### config.mk
export PLATFORM = sky130hd
export DESIGN_NAME = cpu_alu_with_flags
export DESIGN_NICKNAME = d
export VERILOG_FILES = /design/src/rtl/core/cpualu_pkg.sv /design/src/rtl/core/cpu_alu_with_flags.sv /design/src/rtl/core/cpualu_exec.sv
export SDC_FILE = /design/constraint.sdc
export NUM_CORES = 1
export LEC_CHECK = 0
export ABC_AREA = 1
export BUFFER_PORTS_ARGS = -buffer_cell sky130_fd_sc_hd__clkbuf_2
export CAP_MARGIN = 10
export CORE_MARGIN = 4
export CORE_UTILIZATION = 58
export DETAILED_ROUTE_END_ITERATION = 12
export GPL_TIMING_DRIVEN = 0
export PLACE_DENSITY = 0.82
export REMOVE_ABC_BUFFERS = 1
export SKIP_CTS_REPAIR_TIMING = 1
export SYNTH_ARGS = -nofsm -noshare
export SYNTH_HDL_FRONTEND = slang
export SYNTH_SLANG_ARGS = --single-unit
export TNS_END_PERCENT = 10
### constraint.sdc
create_clock -name clk -period 3.6 [get_ports clk]
set_clock_uncertainty 0.15 [all_clocks]
set_input_delay 0.18 -clock clk [delete_from_list [all_inputs] [get_ports clk]]
set_output_delay 0.18 -clock clk [all_outputs]
set_load 0.02 [all_outputs]
### src/rtl/core/cpualu_pkg.sv
// Shared types and constants for the 8-bit handheld CPU ALU.
`timescale 1ns / 1ps

package cpualu_pkg;

    // Field widths
    localparam int OP_W   = 5;
    localparam int BYTE_W = 8;
    localparam int WORD_W = 16;

    // Request and result bus widths (fields packed from bit 0, padded to bytes)
    localparam int IN_BITS   = OP_W + BYTE_W + BYTE_W + WORD_W;
    localparam int OUT_BITS  = BYTE_W + BYTE_W + WORD_W + 4;
    localparam int IN_DATA_W  = ((IN_BITS + 7) / 8) * 8;
    localparam int OUT_DATA_W = ((OUT_BITS + 7) / 8) * 8;

    // Operation codes
    typedef enum logic [OP_W-1:0] {
        OP_ADD   = 5'd0,
        OP_ADC   = 5'd1,
        OP_ADD16 = 5'd2,
        OP_SUB   = 5'd3,
        OP_SBC   = 5'd4,
        OP_INC   = 5'd5,
        OP_DEC   = 5'd6,
        OP_AND   = 5'd7,
        OP_OR    = 5'd8,
        OP_XOR   = 5'd9,
        OP_CP    = 5'd10,
        OP_SWAP  = 5'd11,
        OP_RLC   = 5'd12,
        OP_RL    = 5'd13,
        OP_RRC   = 5'd14,
        OP_RR    = 5'd15,
        OP_SLA   = 5'd16,
        OP_SRA   = 5'd17,
        OP_SRL   = 5'd18,
        OP_DAA   = 5'd19
    } alu_op_t;

    // Decimal adjust constants
    localparam logic [7:0] DAA_HI_ADJ = 8'h60;
    localparam logic [7:0] DAA_LO_ADJ = 8'h06;
    localparam logic [7:0] DAA_HI_LIM = 8'h99;
    localparam logic [3:0] DAA_LO_LIM = 4'h9;

    typedef struct packed {
        logic z;
        logic n;
        logic h;
        logic c;
    } alu_flags_t;

    // Architectural state kept between requests
    typedef struct packed {
        logic [BYTE_W-1:0] acc;
        logic [WORD_W-1:0] hl;
        alu_flags_t        flags;
    } alu_state_t;

endpackage

### src/rtl/core/cpu_alu_with_flags.sv
// Top level of the 8-bit handheld CPU ALU with accumulator, HL and flags.
//
// Usage:
//   Requests arrive on the s_ stream: each names an operation and carries an
//   8-bit operand, a register value and a 16-bit word. The block applies the
//   operation to its accumulator, HL pair and Z/N/H/C flags (or to the given
//   register value) and returns one result on the m_ stream: the new register
//   value, accumulator, HL and the four flags.
//   The result is registered and valid in the cycle after the request is accepted.
//   Throughput: one request per cycle unless m_tready stalls. The state update and result for a
//   request are computed in the accept cycle by the execute logic, so the
//   next request sees the updated accumulator, HL and flags at once.
//   Reset: accumulator, HL and flags clear to zero; the result register
//   is emptied.
//   Stall: while a result waits and m_tready is low, s_tready drops and the
//   state holds; a result taken in the same cycle frees room for a new one.
`timescale 1ns / 1ps

module cpu_alu_with_flags (
    input  logic                              clk,
    input  logic                              rst_n,
    input  logic                              s_tvalid,
    output logic                              s_tready,
    // operation[4:0], operand_byte[12:5], register_value[20:13],
    // operand_word[36:21], zero pad[39:37]
    input  logic [cpualu_pkg::IN_DATA_W-1:0]  s_tdata,
    output logic                              m_tvalid,
    input  logic                              m_tready,
    // register_result[7:0], accumulator[15:8], hl_pair[31:16], flag_zero[32],
    // flag_subtract[33], flag_half[34], flag_carry[35], zero pad[39:36]
    output logic [cpualu_pkg::OUT_DATA_W-1:0] m_tdata
);

    import cpualu_pkg::*;

    alu_state_t        state_reg;
    alu_state_t        state_next;
    logic [BYTE_W-1:0] rres_next;
    logic [BYTE_W-1:0] rres_reg;
    logic              m_tvalid_reg;
    logic              accept;

    // Request fields
    logic [OP_W-1:0]   in_op;
    logic [BYTE_W-1:0] in_byte;
    logic [BYTE_W-1:0] in_reg;
    logic [WORD_W-1:0] in_word;

    assign in_op   = s_tdata[OP_W-1:0];
    assign in_byte = s_tdata[OP_W +: BYTE_W];
    assign in_reg  = s_tdata[OP_W+BYTE_W +: BYTE_W];
    assign in_word = s_tdata[OP_W+2*BYTE_W +: WORD_W];

    assign s_tready = !m_tvalid_reg || m_tready;
    assign accept   = s_tvalid && s_tready;

    cpualu_exec u_exec (
        .operation       (in_op),
        .operand_byte    (in_byte),
        .register_value  (in_reg),
        .operand_word    (in_word),
        .state           (state_reg),
        .state_next      (state_next),
        .register_result (rres_next)
    );

    // Architectural state and result valid
    always_ff @(posedge clk or negedge rst_n)
    begin
        if (!rst_n)
        begin
            state_reg    <= '0;
            m_tvalid_reg <= 1'b0;
        end
        else
        begin
            if (accept)
                state_reg <= state_next;
            if (accept)
                m_tvalid_reg <= 1'b1;
            else if (m_tready)
                m_tvalid_reg <= 1'b0;
        end
    end

    // Result payload
    always_ff @(posedge clk)
    begin
        if (accept)
            rres_reg <= rres_next;
    end

    assign m_tvalid = m_tvalid_reg;
    assign m_tdata  = {{(OUT_DATA_W-OUT_BITS){1'b0}},
                       state_reg.flags.c, state_reg.flags.h,
                       state_reg.flags.n, state_reg.flags.z,
                       state_reg.hl, state_reg.acc, rres_reg};

endmodule

### src/rtl/core/cpualu_exec.sv
// Combinational execute logic: one operation applied to the current state.
`timescale 1ns / 1ps

module cpualu_exec (
    input  logic [cpualu_pkg::OP_W-1:0]   operation,
    input  logic [cpualu_pkg::BYTE_W-1:0] operand_byte,
    input  logic [cpualu_pkg::BYTE_W-1:0] register_value,
    input  logic [cpualu_pkg::WORD_W-1:0] operand_word,
    input  cpualu_pkg::alu_state_t        state,
    output cpualu_pkg::alu_state_t        state_next,
    output logic [cpualu_pkg::BYTE_W-1:0] register_result
);

    import cpualu_pkg::*;

    alu_op_t     op;
    logic        cin;
    logic        use_cin;
    logic [8:0]  add_sum;
    logic [4:0]  add_half;
    logic [8:0]  sub_diff;
    logic [4:0]  sub_half;
    logic [16:0] w_sum;
    logic [12:0] w_half;
    logic [7:0]  a;
    logic [7:0]  r;
    logic [7:0]  rres;
    logic        daa_c;
    logic [7:0]  daa_adj;
    logic [7:0]  daa_res;

    assign op  = alu_op_t'(operation);
    assign a   = state.acc;
    assign r   = register_value;
    assign cin = state.flags.c;
    assign use_cin = cin & ((op == OP_ADC) || (op == OP_SBC));

    // Shared adders
    assign add_sum  = {1'b0, a} + {1'b0, operand_byte} + {8'd0, use_cin};
    assign add_half = {1'b0, a[3:0]} + {1'b0, operand_byte[3:0]} + {4'd0, use_cin};
    assign sub_diff = {1'b0, a} - {1'b0, operand_byte} - {8'd0, use_cin};
    assign sub_half = {1'b0, a[3:0]} - {1'b0, operand_byte[3:0]} - {4'd0, use_cin};
    assign w_sum    = {1'b0, state.hl} + {1'b0, operand_word};
    assign w_half   = {1'b0, state.hl[11:0]} + {1'b0, operand_word[11:0]};

    // Decimal adjust
    always_comb
    begin
        daa_c   = cin;
        daa_adj = 8'd0;
        if (!state.flags.n)
        begin
            if (cin || (a > DAA_HI_LIM))
            begin
                daa_c   = 1'b1;
                daa_adj = DAA_HI_ADJ;
            end
            if (state.flags.h || (a[3:0] > DAA_LO_LIM))
                daa_adj = daa_adj + DAA_LO_ADJ;
            daa_res = a + daa_adj;
        end
        else
        begin
            if (cin)
                daa_adj = DAA_HI_ADJ;
            if (state.flags.h)
                daa_adj = daa_adj + DAA_LO_ADJ;
            daa_res = a - daa_adj;
        end
    end

    // Operation select
    always_comb
    begin
        state_next = state;
        rres       = 8'd0;
        case (op)
            OP_ADD, OP_ADC:
            begin
                state_next.acc   = add_sum[7:0];
                state_next.flags = '{z: (add_sum[7:0] == 8'd0), n: 1'b0,
                                     h: add_half[4], c: add_sum[8]};
            end
            OP_ADD16:
            begin
                state_next.hl      = w_sum[15:0];
                state_next.flags.n = 1'b0;
                state_next.flags.h = w_half[12];
                state_next.flags.c = w_sum[16];
            end
            OP_SUB, OP_SBC, OP_CP:
            begin
                if (op != OP_CP)
                    state_next.acc = sub_diff[7:0];
                state_next.flags = '{z: (sub_diff[7:0] == 8'd0), n: 1'b1,
                                     h: sub_half[4], c: sub_diff[8]};
            end
            OP_INC:
            begin
                rres = r + 8'd1;
                state_next.flags = '{z: (rres == 8'd0), n: 1'b0,
                                     h: (r[3:0] == 4'hF), c: cin};
            end
            OP_DEC:
            begin
                rres = r - 8'd1;
                state_next.flags = '{z: (rres == 8'd0), n: 1'b1,
                                     h: (r[3:0] == 4'h0), c: cin};
            end
            OP_AND:
            begin
                state_next.acc   = a & operand_byte;
                state_next.flags = '{z: ((a & operand_byte) == 8'd0), n: 1'b0,
                                     h: 1'b1, c: 1'b0};
            end
            OP_OR:
            begin
                state_next.acc   = a | operand_byte;
                state_next.flags = '{z: ((a | operand_byte) == 8'd0), n: 1'b0,
                                     h: 1'b0, c: 1'b0};
            end
            OP_XOR:
            begin
                state_next.acc   = a ^ operand_byte;
                state_next.flags = '{z: ((a ^ operand_byte) == 8'd0), n: 1'b0,
                                     h: 1'b0, c: 1'b0};
            end
            OP_SWAP:
            begin
                rres = {r[3:0], r[7:4]};
                state_next.flags = '{z: (r == 8'd0), n: 1'b0, h: 1'b0, c: 1'b0};
            end
            // Rotates always clear Z
            OP_RLC:
            begin
                rres = {r[6:0], r[7]};
                state_next.flags = '{z: 1'b0, n: 1'b0, h: 1'b0, c: r[7]};
            end
            OP_RL:
            begin
                rres = {r[6:0], cin};
                state_next.flags = '{z: 1'b0, n: 1'b0, h: 1'b0, c: r[7]};
            end
            OP_RRC:
            begin
                rres = {r[0], r[7:1]};
                state_next.flags = '{z: 1'b0, n: 1'b0, h: 1'b0, c: r[0]};
            end
            OP_RR:
            begin
                rres = {cin, r[7:1]};
                state_next.flags = '{z: 1'b0, n: 1'b0, h: 1'b0, c: r[0]};
            end
            OP_SLA:
            begin
                rres = {r[6:0], 1'b0};
                state_next.flags = '{z: (r[6:0] == 7'd0), n: 1'b0, h: 1'b0, c: r[7]};
            end
            OP_SRA:
            begin
                rres = {r[7], r[7:1]};
                state_next.flags = '{z: (r[7:1] == 7'd0), n: 1'b0, h: 1'b0, c: r[0]};
            end
            OP_SRL:
            begin
                rres = {1'b0, r[7:1]};
                state_next.flags = '{z: (r[7:1] == 7'd0), n: 1'b0, h: 1'b0, c: r[0]};
            end
            OP_DAA:
            begin
                state_next.acc   = daa_res;
                state_next.flags = '{z: (daa_res == 8'd0), n: state.flags.n,
                                     h: 1'b0, c: daa_c};
            end
            default:
            begin
                // Unused codes leave the state alone
                state_next = state;
            end
        endcase
    end

    assign register_result = rres;

endmodule

==> out/metrics.yaml <==
setup_path:
  critPathCaptureType: "flop"
  path_delay_family: "simple AND/OR/NAND/NOR gates"
  worst-path-buf-inv: 1
  arrival_ns: 3.30
  crit_chain: "o21ai_0 > o211ai_1 > nand2_1 > nand2_1 > inv_1 > ha_1 > nand2_1 > nand2_1 > ha_1 > nand2_1 > or2_2 > nand3_1 > nand2_1 > nand2_1 > nand3_1 > nand3_1 > nor2_1 > nor2_1"
  reg2reg_from: "m_tdata[9]"
  cpMaxStageDelayCell: "dfrtp_1"
  start_kind: "flop"
  cp_common_cell: "nand2_1"
  path_max_fanout: 10
  cpPeakStageDelay_ns: 0.61
  reg2reg_slack_ns: 0.37
  setup.worst_path.start: "m_tdata[9]"
  worstSetupPathType: "reg2reg"
  required_ns: 3.68
routing:
  wire_per_inst_um: 15.0
  vias_per_cell: 5.79
  wirelength_um: 14900
  drt_iter0_drc: 492
  drc: 0
  drtAntennaViolNets: 0
  firstDrtPassIters: 6
  via_count: 5733
timing:
  whs_ns: 0.0154
  slew_violations: 0
  slew_headroom: 0.512
  tns_ns: 0
  grt_setup_unrepaired: "no"
  post-route-period-util: 0.897
  fmax_mhz: 310
  period_needed_ns: 3.23
  finalHoldViolations: 0
  tightest_slew_ns: 0.729
  setup_viol: 0
floorplanning:
  core-area_um2: 8380
  floorplan.initialDensity: 0.605
  die_h_um: 102
  boundaryPins: 86
  num_rows: 33
  dieArea_um2: 10300
  die_w_um: 102
yosys:
  synthArstFlopShare: 0.784
  yosysWarnings: 0
  ys_types: 44
  netlist_area_um2: 5070
  synth_edf_count: 8
  synth_area_per_cell_um2: 6.29
  syn-instance-count: 807
  yosys_register_bits: 37
  seq_area_frac_synth: 0.190
  synth-main-ff-cell: "dfrtp_1"
grt:
  track_usage: 0.290
  grt-ovfl-total: 0
  grt_max_degree: 30
  grt_pass1_vias: 5193
  grt_pass1_wl_um: 24200
  antenna_found_initial: 0
layout:
  drive_above_1_share: 0.123
  area.growth.synth_to_final_pct: 11.8
  fin_nets: 994
  final_common_cell: "nand2_1"
  n_antenna_cell: 0
  layout_common_cells: "nand2_1, inv_1, nor2_1"
  largest_reg_flops: 28
power:
  leakage_nw: 3.10
  power.density_nw_per_um2: 705
  irDropWorstVdd_mv: 0.429
cts:
  cts.sinks: 37
  clk_path_buf_depth: 2
  cts_root_buf: "clkbuf_8"
  cts_tree: "built"
  cts_max_level: 2
  cts_buffers: 5
  path_clk_slew_ns: 0.08
  clkLatencyLatePin_ns: 0.29
run_status:
  status: "complete, no violations"
place:
  numPortBuffers: 78
  gp_congestion: 1.05
  hpwl_um: 12200
hold_path:
  hold_class: "in2reg"
  hp-start: "m_tready"
job:
  drv_cap: 0
[final cells by class]
type	instances	area, µm²
Inverter	113	427
Sequential cell	37	966
Multi-Input combinational cell	649	3630
Clock buffer	6	82.6
Tap cell	105	131
Fill cell	766	2710
Timing Repair Buffer	79	400
Clock inverter	2	37.5
[cells by family after synthesis]
logic type | synth area share
AO/OA/AOI/OAI | 0.156
XOR/XNOR | 0.0276
flip-flops | 0.190
other | 0.000739
AND/OR/NAND/NOR | 0.362
adder cells (fa/ha/maj) | 0.168
buffers and inverters | 0.0964
[cell usage after synthesis (10+ instances only)]
library cell  number  area, µm²
nand2_1          221        830
inv_1            107        402
nor2_1           106        398
nand3_1           62        310
ha_1              60        751
a21oi_1           38        190
o21ai_0           32        160
dfrtp_1           29        726
nand4_1           16        100
xor2_1            13        114
o22ai_1           10       62.6
[per-layer routing]
| metal | routed length [µm] | global-route usage |
|---|---|---|
| met1 | 6440 | 0.408 |
| met2 | 6750 | 0.464 |
| met3 | 1500 | 0.0496 |
| met4 | 195 | 0.0685 |
| met5 | 0 | 0 |
[worst register-to-register path: stages, from the launching register on]
cell      delay (ns)
dfrtp_1         0.61
o21ai_0         0.22
o211ai_1        0.21
nand2_1         0.07
nand2_1         0.08
inv_1           0.07
ha_1            0.28
nand2_1         0.06
nand2_1         0.05
ha_1            0.36
nand2_1         0.09
or2_2           0.30
nand3_1         0.07
nand2_1         0.05
nand2_1         0.11
nand3_1         0.14
nand3_1         0.11
nor2_1          0.05
nor2_1          0.08
[path summary, 6_finish.rpt]
kind                                    end  depth (start not counted)
worst max-delay path            m_tdata[32]                         18
worst min-delay path               m_tvalid                          4
worst max register to register  m_tdata[32]                         18
worst min register to register  m_tdata[25]                          2
max in group asynchronous       m_tdata[21]                          2
min in group asynchronous       m_tdata[33]                          2
[report_power, final]
part / switching, W / internal (W)
clock network: 0.000154 / 0.000225
logic: 0.00189 / 0.00103
registers: 0.000160 / 0.000545
total: 0.00221 / 0.00180
[through the flow]
| step | instances | utilization | worst slack (ns) | total power, W | area (µm²) |
|---|---|---|---|---|---|
| finish | 991 | 0.677 | 0.371 | 0.00400 | 5680 |
| global route | 991 | 0.677 | 0.0728 | 0.00443 | 5680 |
| CTS | 990 | 0.676 | 0.386 | 0.00395 | 5670 |
| detailed placement | 982 | 0.662 | 0.233 | 0.00356 | 5550 |
| global placement | 982 | 0.662 | 0.251 | 0.00348 | 5550 |
| floorplan | 799 | - | 0.726 | 0.00280 | 5020 |
Note: power is estimated with default switching activity, not from simulation.
